$ cat src/hw/rtl/ffm_pkg.sv
// ----------------------------------------------------------------------------
// ffm_pkg
// Shared types, codes and constants of the flight fault monitor.
// ----------------------------------------------------------------------------
package ffm_pkg;

    // default width of the time base and of the stored timestamps
    localparam int DEF_TIME_BITS = 48;

    // width of the timestamp field of an input word
    localparam int NOW_W = 48;

    // millisecond thresholds are kept scaled to microseconds
    localparam int US_PER_MS = 1000;
    localparam int THR_US_W  = 26;

    // register reset values
    localparam logic [14:0] RST_TILT_LIMIT_CDEG   = 15'd4500;
    localparam logic [15:0] RST_MOTOR_SAT_LIMIT_MS = 16'd500;
    localparam logic [15:0] RST_HEARTBEAT_TIMEOUT_MS = 16'd1000;
    localparam logic [15:0] RST_BATTERY_FLOOR_MV  = 16'd3300;
    localparam logic [7:0]  RST_MISS_STREAK_LIMIT = 8'd5;
    localparam logic [15:0] RST_BATTERY_HOLD_MS   = 16'd1000;

    // imu status codes
    localparam logic [1:0] IMU_FRESH   = 2'd0;
    localparam logic [1:0] IMU_DATED   = 2'd1;
    localparam logic [1:0] IMU_INVALID = 2'd2;

    // flight modes
    typedef enum logic [2:0] {
        MODE_DISARMED   = 3'd0,
        MODE_ARMED      = 3'd1,
        MODE_TAKING_OFF = 3'd2,
        MODE_HOLDING    = 3'd3,
        MODE_FLYING     = 3'd4,
        MODE_LANDING    = 3'd5,
        MODE_EMERGENCY  = 3'd6,
        MODE_BENCH_RAMP = 3'd7
    } t_mode;

    // fault levels
    typedef enum logic [1:0] {
        LVL_NONE = 2'd0,
        LVL_SOFT = 2'd1,
        LVL_HARD = 2'd2
    } t_level;

    // fault reasons
    typedef enum logic [3:0] {
        RSN_OK           = 4'd0,
        RSN_IMU_INVALID  = 4'd1,
        RSN_TILT         = 4'd2,
        RSN_DEADLINE     = 4'd3,
        RSN_MOTOR_SAT    = 4'd4,
        RSN_IMU_DATED    = 4'd5,
        RSN_HB_TAKEOFF   = 4'd6,
        RSN_HB           = 4'd7,
        RSN_BATTERY      = 4'd8,
        RSN_ALT_LOST     = 4'd9,
        RSN_ALT_DEGRADED = 4'd10
    } t_reason;

    // configuration register indexes
    typedef enum logic [2:0] {
        REG_TILT_LIMIT   = 3'd0,
        REG_MOTOR_SAT    = 3'd1,
        REG_HB_TIMEOUT   = 3'd2,
        REG_BATT_FLOOR   = 3'd3,
        REG_STREAK_LIMIT = 3'd4,
        REG_BATT_HOLD    = 3'd5
    } t_reg_idx;

    // input word, last member in the lowest bits so it casts straight from tdata
    typedef struct packed {
        logic               heartbeat_seen;
        logic [NOW_W-1:0]   now_us;
        logic               altitude_degraded;
        logic               altitude_lost;
        logic [15:0]        battery_mv;
        logic               motor_at_limit;
        logic [7:0]         miss_streak;
        logic signed [15:0] pitch_cdeg;
        logic signed [15:0] roll_cdeg;
        logic [1:0]         imu_status;
        logic               airborne_flag;
        t_mode              fsm_mode;
    } t_sample;

    // result word, level in the lowest bits
    typedef struct packed {
        t_reason fault_reason;
        t_level  fault_level;
    } t_result;

    // thresholds as the checks use them
    typedef struct packed {
        logic [14:0]         tilt_limit_cdeg;
        logic [THR_US_W-1:0] motor_sat_limit_us;
        logic [THR_US_W-1:0] heartbeat_timeout_us;
        logic [15:0]         battery_floor_mv;
        logic [7:0]          miss_streak_limit;
        logic [THR_US_W-1:0] battery_hold_us;
    } t_cfg;

    // milliseconds to microseconds, constant multiply
    function automatic logic [THR_US_W-1:0] ms_to_us(input logic [15:0] ms);
        return THR_US_W'(ms) * THR_US_W'(US_PER_MS);
    endfunction

endpackage

$ cat src/hw/rtl/ffm_check.sv
// ----------------------------------------------------------------------------
// ffm_check
// Priority-ordered fault checks for one sample, with the next timer values.
// ----------------------------------------------------------------------------
module ffm_check #(
    parameter int TIME_BITS = ffm_pkg::DEF_TIME_BITS
) (
    input  ffm_pkg::t_sample       i_sample,
    input  ffm_pkg::t_cfg          i_cfg,
    input  logic [TIME_BITS-1:0]   i_last_hb,
    input  logic [TIME_BITS-1:0]   i_motor_start,
    input  logic [TIME_BITS-1:0]   i_batt_start,
    output logic [TIME_BITS-1:0]   o_last_hb,
    output logic [TIME_BITS-1:0]   o_motor_start,
    output logic [TIME_BITS-1:0]   o_batt_start,
    output ffm_pkg::t_result       o_result
);
    import ffm_pkg::*;

    logic [63:0]          now_ext;
    logic [TIME_BITS-1:0] now_t;
    logic [TIME_BITS-1:0] hb_t;
    logic [TIME_BITS-1:0] mot_eff;
    logic [TIME_BITS-1:0] batt_eff;
    logic [TIME_BITS-1:0] mot_thr;
    logic [TIME_BITS-1:0] hb_thr;
    logic [TIME_BITS-1:0] hold_thr;
    logic [16:0]          abs_roll;
    logic [16:0]          abs_pitch;
    logic                 airborne;
    logic                 no_land_emerg;
    logic                 imu_bad;
    logic                 tilt_trip;
    logic                 streak_trip;
    logic                 mot_on;
    logic                 mot_trip;
    logic                 stale_trip;
    logic                 hb_trip;
    logic                 batt_check;
    logic                 batt_low;
    logic                 batt_trip;
    logic                 alt_lost_trip;
    logic                 alt_deg_trip;

    // time base, truncated or zero-extended to the timer width
    assign now_ext = 64'(i_sample.now_us);
    assign now_t   = now_ext[TIME_BITS-1:0];

    // heartbeat recorded before any check
    assign hb_t      = i_sample.heartbeat_seen ? now_t : i_last_hb;
    assign o_last_hb = hb_t;

    assign mot_thr  = TIME_BITS'(i_cfg.motor_sat_limit_us);
    assign hb_thr   = TIME_BITS'(i_cfg.heartbeat_timeout_us);
    assign hold_thr = TIME_BITS'(i_cfg.battery_hold_us);

    // mode gating
    assign airborne = i_sample.airborne_flag || (i_sample.fsm_mode == MODE_HOLDING)
                   || (i_sample.fsm_mode == MODE_FLYING)
                   || (i_sample.fsm_mode == MODE_LANDING);
    assign no_land_emerg = (i_sample.fsm_mode != MODE_LANDING)
                        && (i_sample.fsm_mode != MODE_EMERGENCY);

    // attitude magnitudes, the most negative value maps to 32768
    assign abs_roll  = i_sample.roll_cdeg[15]
                     ? 17'h10000 - {1'b0, i_sample.roll_cdeg}
                     : {1'b0, i_sample.roll_cdeg};
    assign abs_pitch = i_sample.pitch_cdeg[15]
                     ? 17'h10000 - {1'b0, i_sample.pitch_cdeg}
                     : {1'b0, i_sample.pitch_cdeg};

    // hard checks
    assign imu_bad     = (i_sample.imu_status >= IMU_INVALID);
    assign tilt_trip   = (abs_roll > {2'b00, i_cfg.tilt_limit_cdeg})
                      || (abs_pitch > {2'b00, i_cfg.tilt_limit_cdeg});
    assign streak_trip = (i_sample.miss_streak >= i_cfg.miss_streak_limit);

    // motor saturation timer, an idle timer starts now
    assign mot_on   = airborne && i_sample.motor_at_limit;
    assign mot_eff  = (i_motor_start == '0) ? now_t : i_motor_start;
    assign mot_trip = (now_t >= mot_eff) && ((now_t - mot_eff) > mot_thr);

    // soft checks
    assign stale_trip = (i_sample.imu_status == IMU_DATED) && no_land_emerg;
    assign hb_trip    = (now_t >= hb_t) && ((now_t - hb_t) > hb_thr) && no_land_emerg;

    // battery hold timer, a zero sample is ignored
    assign batt_check = (i_sample.fsm_mode != MODE_LANDING) && (i_sample.battery_mv != '0);
    assign batt_low   = (i_sample.battery_mv <= i_cfg.battery_floor_mv);
    assign batt_eff   = (i_batt_start == '0) ? now_t : i_batt_start;
    assign batt_trip  = (now_t >= batt_eff) ? ((now_t - batt_eff) >= hold_thr)
                                            : (hold_thr == '0);

    assign alt_lost_trip = i_sample.altitude_lost
                        && (i_sample.fsm_mode != MODE_LANDING)
                        && (i_sample.fsm_mode != MODE_BENCH_RAMP)
                        && (i_sample.fsm_mode != MODE_ARMED);
    assign alt_deg_trip  = airborne && i_sample.altitude_degraded;

    // first tripping check wins, timers move only when reached
    always_comb begin
        o_result.fault_level  = LVL_NONE;
        o_result.fault_reason = RSN_OK;
        o_motor_start         = i_motor_start;
        o_batt_start          = i_batt_start;
        if (i_sample.fsm_mode == MODE_DISARMED) begin
            o_motor_start = '0;
        end else if (imu_bad) begin
            o_result.fault_level  = LVL_HARD;
            o_result.fault_reason = RSN_IMU_INVALID;
        end else if (tilt_trip) begin
            o_result.fault_level  = LVL_HARD;
            o_result.fault_reason = RSN_TILT;
        end else if (streak_trip) begin
            o_result.fault_level  = LVL_HARD;
            o_result.fault_reason = RSN_DEADLINE;
        end else begin
            o_motor_start = mot_on ? mot_eff : '0;
            if (mot_on && mot_trip) begin
                o_result.fault_level  = LVL_HARD;
                o_result.fault_reason = RSN_MOTOR_SAT;
            end else if (stale_trip) begin
                o_result.fault_level  = LVL_SOFT;
                o_result.fault_reason = RSN_IMU_DATED;
            end else if (hb_trip) begin
                o_result.fault_level  = LVL_SOFT;
                o_result.fault_reason = (i_sample.fsm_mode == MODE_TAKING_OFF)
                                      ? RSN_HB_TAKEOFF : RSN_HB;
            end else begin
                if (batt_check) begin
                    o_batt_start = batt_low ? batt_eff : '0;
                end
                if (batt_check && batt_low && batt_trip) begin
                    o_result.fault_level  = LVL_SOFT;
                    o_result.fault_reason = RSN_BATTERY;
                end else if (alt_lost_trip) begin
                    o_result.fault_level  = LVL_SOFT;
                    o_result.fault_reason = RSN_ALT_LOST;
                end else if (alt_deg_trip) begin
                    o_result.fault_level  = LVL_SOFT;
                    o_result.fault_reason = RSN_ALT_DEGRADED;
                end
            end
        end
    end

endmodule

$ cat src/hw/rtl/flight_fault_monitor.sv
// ----------------------------------------------------------------------------
// flight_fault_monitor
// Per-tick flight fault arbiter: one status word in, one fault word out.
// ----------------------------------------------------------------------------
// Usage:
//   s_axis carries one flight-status word per control tick; m_axis returns
//   one fault word (level and reason) for every word taken, in order.
//   Thresholds sit in six APB registers at byte addresses 0x00 to 0x14;
//   write them only while no word is in flight. pready is tied high.
// Pipeline: the word passes the input register, then the result register.
// Throughput: one word per cycle while m_axis is not held off. The checks
//   and the three timestamp timers are a single combinational pass between
//   the two registers, and the timers update as the word moves into the
//   result register.
// Stall: while m_axis is held off the result register keeps its word and
//   one more word waits in the input register; s_axis_tready then drops.
// Reset: registers return to their defaults, the heartbeat time and both
//   timers clear to zero (timers idle) and both channels empty.
// ----------------------------------------------------------------------------
module flight_fault_monitor #(
    parameter int TIME_BITS = ffm_pkg::DEF_TIME_BITS
) (
    input  logic         i_clk,
    input  logic         i_rst_n,
    // input words
    input  logic         s_axis_tvalid,
    output logic         s_axis_tready,
    // [2:0] fsm_mode, [3] airborne_flag, [5:4] imu_status, [21:6] roll_cdeg,
    // [37:22] pitch_cdeg, [45:38] miss_streak, [46] motor_at_limit,
    // [62:47] battery_mv, [63] altitude_lost, [64] altitude_degraded,
    // [112:65] now_us, [113] heartbeat_seen, [119:114] zero
    input  logic [119:0] s_axis_tdata,
    // result words
    output logic         m_axis_tvalid,
    input  logic         m_axis_tready,
    // [1:0] fault_level, [5:2] fault_reason, [7:6] zero
    output logic [7:0]   m_axis_tdata,
    // configuration
    input  logic         psel,
    input  logic         penable,
    input  logic         pwrite,
    input  logic [4:0]   paddr,
    input  logic [31:0]  pwdata,
    output logic [31:0]  prdata,
    output logic         pready
);
    import ffm_pkg::*;

    localparam int SAMPLE_W = $bits(t_sample);

    // configuration registers
    logic [14:0]         r_tilt_limit;
    logic [15:0]         r_motor_sat_ms;
    logic [15:0]         r_hb_timeout_ms;
    logic [15:0]         r_batt_floor;
    logic [7:0]          r_streak_limit;
    logic [15:0]         r_batt_hold_ms;
    logic [THR_US_W-1:0] r_motor_sat_us;
    logic [THR_US_W-1:0] r_hb_timeout_us;
    logic [THR_US_W-1:0] r_batt_hold_us;
    t_cfg                cfg;
    t_reg_idx            reg_idx;
    logic                cfg_wr;

    // datapath
    logic                 r_in_valid;
    t_sample              r_in;
    logic                 r_out_valid;
    t_result              r_out;
    logic [TIME_BITS-1:0] r_last_hb;
    logic [TIME_BITS-1:0] r_motor_start;
    logic [TIME_BITS-1:0] r_batt_start;
    logic [TIME_BITS-1:0] n_last_hb;
    logic [TIME_BITS-1:0] n_motor_start;
    logic [TIME_BITS-1:0] n_batt_start;
    t_result              n_out;
    logic                 advance;
    logic                 in_accept;

    // register access
    assign pready  = 1'b1;
    assign reg_idx = t_reg_idx'(paddr[4:2]);
    assign cfg_wr  = psel && penable && pwrite && pready;

    always_ff @(posedge i_clk) begin
        if (!i_rst_n) begin
            r_tilt_limit    <= RST_TILT_LIMIT_CDEG;
            r_motor_sat_ms  <= RST_MOTOR_SAT_LIMIT_MS;
            r_hb_timeout_ms <= RST_HEARTBEAT_TIMEOUT_MS;
            r_batt_floor    <= RST_BATTERY_FLOOR_MV;
            r_streak_limit  <= RST_MISS_STREAK_LIMIT;
            r_batt_hold_ms  <= RST_BATTERY_HOLD_MS;
            r_motor_sat_us  <= ms_to_us(RST_MOTOR_SAT_LIMIT_MS);
            r_hb_timeout_us <= ms_to_us(RST_HEARTBEAT_TIMEOUT_MS);
            r_batt_hold_us  <= ms_to_us(RST_BATTERY_HOLD_MS);
        end else if (cfg_wr) begin
            unique case (reg_idx)
                REG_TILT_LIMIT: begin
                    r_tilt_limit <= pwdata[14:0];
                end
                REG_MOTOR_SAT: begin
                    r_motor_sat_ms <= pwdata[15:0];
                    r_motor_sat_us <= ms_to_us(pwdata[15:0]);
                end
                REG_HB_TIMEOUT: begin
                    r_hb_timeout_ms <= pwdata[15:0];
                    r_hb_timeout_us <= ms_to_us(pwdata[15:0]);
                end
                REG_BATT_FLOOR: begin
                    r_batt_floor <= pwdata[15:0];
                end
                REG_STREAK_LIMIT: begin
                    r_streak_limit <= pwdata[7:0];
                end
                REG_BATT_HOLD: begin
                    r_batt_hold_ms <= pwdata[15:0];
                    r_batt_hold_us <= ms_to_us(pwdata[15:0]);
                end
                default: begin
                end
            endcase
        end
    end

    // read back
    always_comb begin
        unique case (reg_idx)
            REG_TILT_LIMIT:   prdata = 32'(r_tilt_limit);
            REG_MOTOR_SAT:    prdata = 32'(r_motor_sat_ms);
            REG_HB_TIMEOUT:   prdata = 32'(r_hb_timeout_ms);
            REG_BATT_FLOOR:   prdata = 32'(r_batt_floor);
            REG_STREAK_LIMIT: prdata = 32'(r_streak_limit);
            REG_BATT_HOLD:    prdata = 32'(r_batt_hold_ms);
            default:          prdata = '0;
        endcase
    end

    assign cfg.tilt_limit_cdeg      = r_tilt_limit;
    assign cfg.motor_sat_limit_us   = r_motor_sat_us;
    assign cfg.heartbeat_timeout_us = r_hb_timeout_us;
    assign cfg.battery_floor_mv     = r_batt_floor;
    assign cfg.miss_streak_limit    = r_streak_limit;
    assign cfg.battery_hold_us      = r_batt_hold_us;

    // handshake: the result register frees when empty or taken
    assign advance       = !r_out_valid || m_axis_tready;
    assign s_axis_tready = !r_in_valid || advance;
    assign in_accept     = s_axis_tvalid && s_axis_tready;

    // input register
    always_ff @(posedge i_clk) begin
        if (!i_rst_n) begin
            r_in_valid <= 1'b0;
        end else if (in_accept) begin
            r_in_valid <= 1'b1;
        end else if (advance) begin
            r_in_valid <= 1'b0;
        end
    end

    always_ff @(posedge i_clk) begin
        if (in_accept) begin
            r_in <= t_sample'(s_axis_tdata[SAMPLE_W-1:0]);
        end
    end

    // fault checks
    ffm_check #(
        .TIME_BITS (TIME_BITS)
    ) u_check (
        .i_sample      (r_in),
        .i_cfg         (cfg),
        .i_last_hb     (r_last_hb),
        .i_motor_start (r_motor_start),
        .i_batt_start  (r_batt_start),
        .o_last_hb     (n_last_hb),
        .o_motor_start (n_motor_start),
        .o_batt_start  (n_batt_start),
        .o_result      (n_out)
    );

    // result register and timer state
    always_ff @(posedge i_clk) begin
        if (!i_rst_n) begin
            r_out_valid   <= 1'b0;
            r_last_hb     <= '0;
            r_motor_start <= '0;
            r_batt_start  <= '0;
        end else if (advance) begin
            r_out_valid <= r_in_valid;
            if (r_in_valid) begin
                r_last_hb     <= n_last_hb;
                r_motor_start <= n_motor_start;
                r_batt_start  <= n_batt_start;
            end
        end
    end

    always_ff @(posedge i_clk) begin
        if (advance && r_in_valid) begin
            r_out <= n_out;
        end
    end

    assign m_axis_tvalid = r_out_valid;
    assign m_axis_tdata  = 8'(r_out);

`ifndef SYNTHESIS
    // a disarmed word gives no fault and idles the motor timer
    a_disarmed_ok: assert property (@(posedge i_clk) disable iff (!i_rst_n)
        advance && r_in_valid && (r_in.fsm_mode == MODE_DISARMED)
        |=> (r_out.fault_level == LVL_NONE) && (r_out.fault_reason == RSN_OK)
            && (r_motor_start == '0))
        else $error("disarmed word gave a fault or left the motor timer running");

    // no level without a reason and no reason without a level
    a_level_reason: assert property (@(posedge i_clk) disable iff (!i_rst_n)
        r_out_valid |-> ((r_out.fault_level == LVL_NONE) == (r_out.fault_reason == RSN_OK)))
        else $error("fault level and reason disagree");

    // hard level only for the hard reasons
    a_hard_reason: assert property (@(posedge i_clk) disable iff (!i_rst_n)
        r_out_valid && (r_out.fault_level == LVL_HARD)
        |-> (r_out.fault_reason == RSN_IMU_INVALID) || (r_out.fault_reason == RSN_TILT)
            || (r_out.fault_reason == RSN_DEADLINE) || (r_out.fault_reason == RSN_MOTOR_SAT))
        else $error("hard level with a soft reason");

    // a stalled result holds its word and blocks a full input register
    a_stall_hold: assert property (@(posedge i_clk) disable iff (!i_rst_n)
        r_out_valid && !m_axis_tready && r_in_valid
        |-> !s_axis_tready ##1 (r_out_valid && $stable(r_out)))
        else $error("stalled result lost or input taken without room");
`endif

endmodule
$ cat config.mk
export PLATFORM = sky130hd
export DESIGN_NAME = flight_fault_monitor
export DESIGN_NICKNAME = d
export VERILOG_FILES = /design/src/hw/rtl/ffm_pkg.sv /design/src/hw/rtl/ffm_check.sv /design/src/hw/rtl/flight_fault_monitor.sv
export SDC_FILE = /design/constraint.sdc
export NUM_CORES = 2
export LEC_CHECK = 0
export CAP_MARGIN = 20
export CORE_MARGIN = 1.5
export CORE_UTILIZATION = 55
export DETAILED_ROUTE_END_ITERATION = 6
export DONT_BUFFER_PORTS = 1
export HOLD_SLACK_MARGIN = 0.03
export MAX_ROUTING_LAYER = met4
export PLACE_DENSITY = 0.71
export SETUP_SLACK_MARGIN = 0.3
export SLEW_MARGIN = 20
export SYNTH_ARGS = -nofsm -noshare
export SYNTH_HDL_FRONTEND = slang
export SYNTH_SLANG_ARGS = --single-unit
export TNS_END_PERCENT = 30
$ cat constraint.sdc
create_clock -name i_clk -period 6.32 [get_ports i_clk]
set_input_delay 0.316 -clock i_clk [delete_from_list [all_inputs] [get_ports i_clk]]
set_output_delay 0.316 -clock i_clk [all_outputs]
set_load 0.01 [all_outputs]
==> out/qor.yml <==
critPathSlowestCell: "nor3_4"
post-place-cells: 4772
grt_max_degree: 96
place_ws_ns: -0.574
period_share_pct: 109
synth_area_leaders: "dfxtp_1, ha_1, edfxtp_1"
synth_top_flop_cell: "dfxtp_1"
first_iter_violations: 3317
wirelength_mm: 109
place_area_sq_um: 34900
clkTransAtPathRegs_ns: 0.07
setup_viol: 52
reg2reg_depth: 30
r2r_end: "r_batt_start[27]"
synthTopCellsByCount: "nand2_1, a21oi_1, ha_1, dfxtp_1, nor2_1"
worstMarginPinSlew_ns: 1.08
syn_area_sq_um: 31500
worstReg2RegStart: "r_motor_start[38]"
critical_path.startpoint: "r_motor_start[38]"
max_cap_viol_count: 0
cp_common_cell: "nand4_1"
p_leak_nw: 16.2
cts_buffers: 46
startpoint_type: "register"
ys_seq_area_share_pct: 30.3
slew_viol_final: 0
clock_skew_ns: 0.0562
route.detailed.drc: 2
crit_arrival_ns: 7.37
clk_latency_ns: 0.62
place_hpwl_mm: 77.8
worstSetupEndpoint: "r_batt_start[27]"
power_mw: 10.1
die_area_sq_um: 58600
ant_nets: 0
post_drt_wl_per_cell_um: 21.3
finalCriticalPeriod_ns: 6.88
hold-worst-slack_ns: 0.122
final_area_sq_um: 39300
synth_edf_count: 120
cpPeakStageDelay_ns: 0.35
slew_headroom_pct: 27.5
synth.largest_area_cell: "dfxtp_1"
routed_via_density: 6.21
powerDensity_nw_per_um2: 256
synth.most_common_cell: "nand2_1"
die_w_um: 242
htreeDepth: 2
vdd_drop_max_mv: 0.260
violations: "design-rule violations, negative setup slack"
crit_path_max_fanout: 6
clock-sinks: 416
drive_gt1_share_pct: 15.3
start_util_pct: 55.7
rrSetupSlack_ns: -0.56
outcome: "complete, but fails checks"
postSynthCellCount: 3783
grt_pass1_wl_mm: 168
synth-seq-cells: 416
fin_util_pct: 69.5
vias: 31642
antenna_found_initial: 3
cts_tree: "yes"
async_flop_share_pct: 0
setup_tns_ns: -21.88
avgSynthCellArea_sq_um: 8.31
fmax_ghz: 0.145
rsz0062_at_grt: "true"
synth_top_cell_area_share_pct: 18.8
ctsLongestPathBuffers: 3
place.gp.congestion: 1.01
timing_hold_violations_final: 0
first_global_vias: 30184
critical_path_class: "register to register"
postLayoutSetupSlackWorst_ns: -0.561
area_growth_pct: 24.9
rows: 87
nets: 4836
root_buffer: "clkbuf_16"
gr-usage-all-layers_pct: 37.0
firstDrtPassIters: 7
ys_warn_count: 0
portBuffers: 0
hold_class: "primary input to register"
required_ns: 6.81
grt_overflow: 0
core_area_sq_um: 56500
pin_count: 207
synthDistinctLibCells: 89
die_y_um: 242
layoutNonFillerInstCount: 5093
endpoint_kind: "register"
cells in the final DEF, fill, tap and decap left out, types with 45 or more instances in the layout:
cell type,netlist,layout
inv_1,203,202
nor2_1,205,201
mux2i_1,80,80
a21oi_1,449,428
fa_1,54,54
xnor2_1,84,83
nand3_1,82,81
o211ai_1,51,51
o21ai_0,152,143
a211oi_1,76,75
edfxtp_1,120,120
nand2_1,510,509
xor2_1,45,45
clkbuf_16,0,49
ha_1,322,316
a21o_1,73,73
o21a_1,55,55
buf_4,19,443
dlygate4sd3_1,0,197
dfxtp_1,296,293
nor4_1,58,52
or3_1,75,70
nor3_1,52,48
nand4_1,89,89
o2bb2ai_1,48,48
worst max-delay path, delay by kind of cell (launching register included):
family | cells | cell delay (ns)
AOI/OAI and AO/OA | 11 | 2.48
buffers and inverters | 6 | 0.94
and+or+nand+nor | 10 | 2.21
DFF | 1 | 0.33
xor gates and xnor gates | 1 | 0.12
adders and majority gates | 2 | 0.64
how the worst min path moves through the flow:
stage                          from            endpoint  slack, ns  cells past startpoint
finish                     paddr[2]  r_hb_timeout_ms[0]       0.12                      4
CTS                         i_rst_n  r_batt_hold_us[23]       0.07                      2
detailed placement          i_rst_n   r_streak_limit[0]       0.40                      1
global route                i_rst_n    r_motor_start[0]       0.11                      3
global placement            i_rst_n   r_batt_hold_ms[8]       0.39                      1
floorplan           s_axis_tdata[0]             r_in[0]       0.41                      0
cell families after synthesis:
kind of cell / count (synthesis) / synth area share [%]
simple gates: 1204 / 18.0
compound gates: 1147 / 23.2
buf+inv: 417 / 5.28
flops: 416 / 30.3
fa+ha+maj: 376 / 16.2
xor+xnor: 129 / 3.59
mux: 92 / 3.30
other cells: 2 / 0.0239
sequential cells by signal, summed over array words and instances, names as in the netlist, 21 cells and up:
signal / count
r_motor_sat_us: 21
r_batt_start: 48
r_last_hb: 48
r_motor_start: 48
r_in: 114
r_batt_hold_us: 21
r_hb_timeout_us: 21
layer usage:
layer  up-vias  share of wire [%]  track usage [%]
li1      14850                  -                -
met1     14948                 42             48.7
met2      1551                 44             56.4
met3       293                 10             8.15
met4         0                3.7             11.9
met5         -                  0                -
power breakdown:
part           switching, mW  internal [mW]
Clock                   1.23           1.59
Sequential             0.112           2.84
Combinational           2.60           1.68
Total                   3.95           6.11
what timing repair did:
action | CTS | global route
hold buffers | 198 | 0
buffers inserted | 20 | 7
endpoints found under the setup margin | 54 | 54
hold endpoints to repair | 231 | 0
cloned | 5 | 2
pin swaps | 29 | 53
gates resized for setup | 76 | 26
layout make-up:
cell class,instances,area [sq um]
Inverter,203,767
Sequential cell,416,9530
Clock inverter,30,328
Tap cell,756,946
Fill cell,4450,17200
Clock buffer,56,1240
Timing Repair Buffer,662,5690
Multi-Input combinational cell,2967,20800
Antenna cell,3,7.51
(Power assumes the default switching activity.)
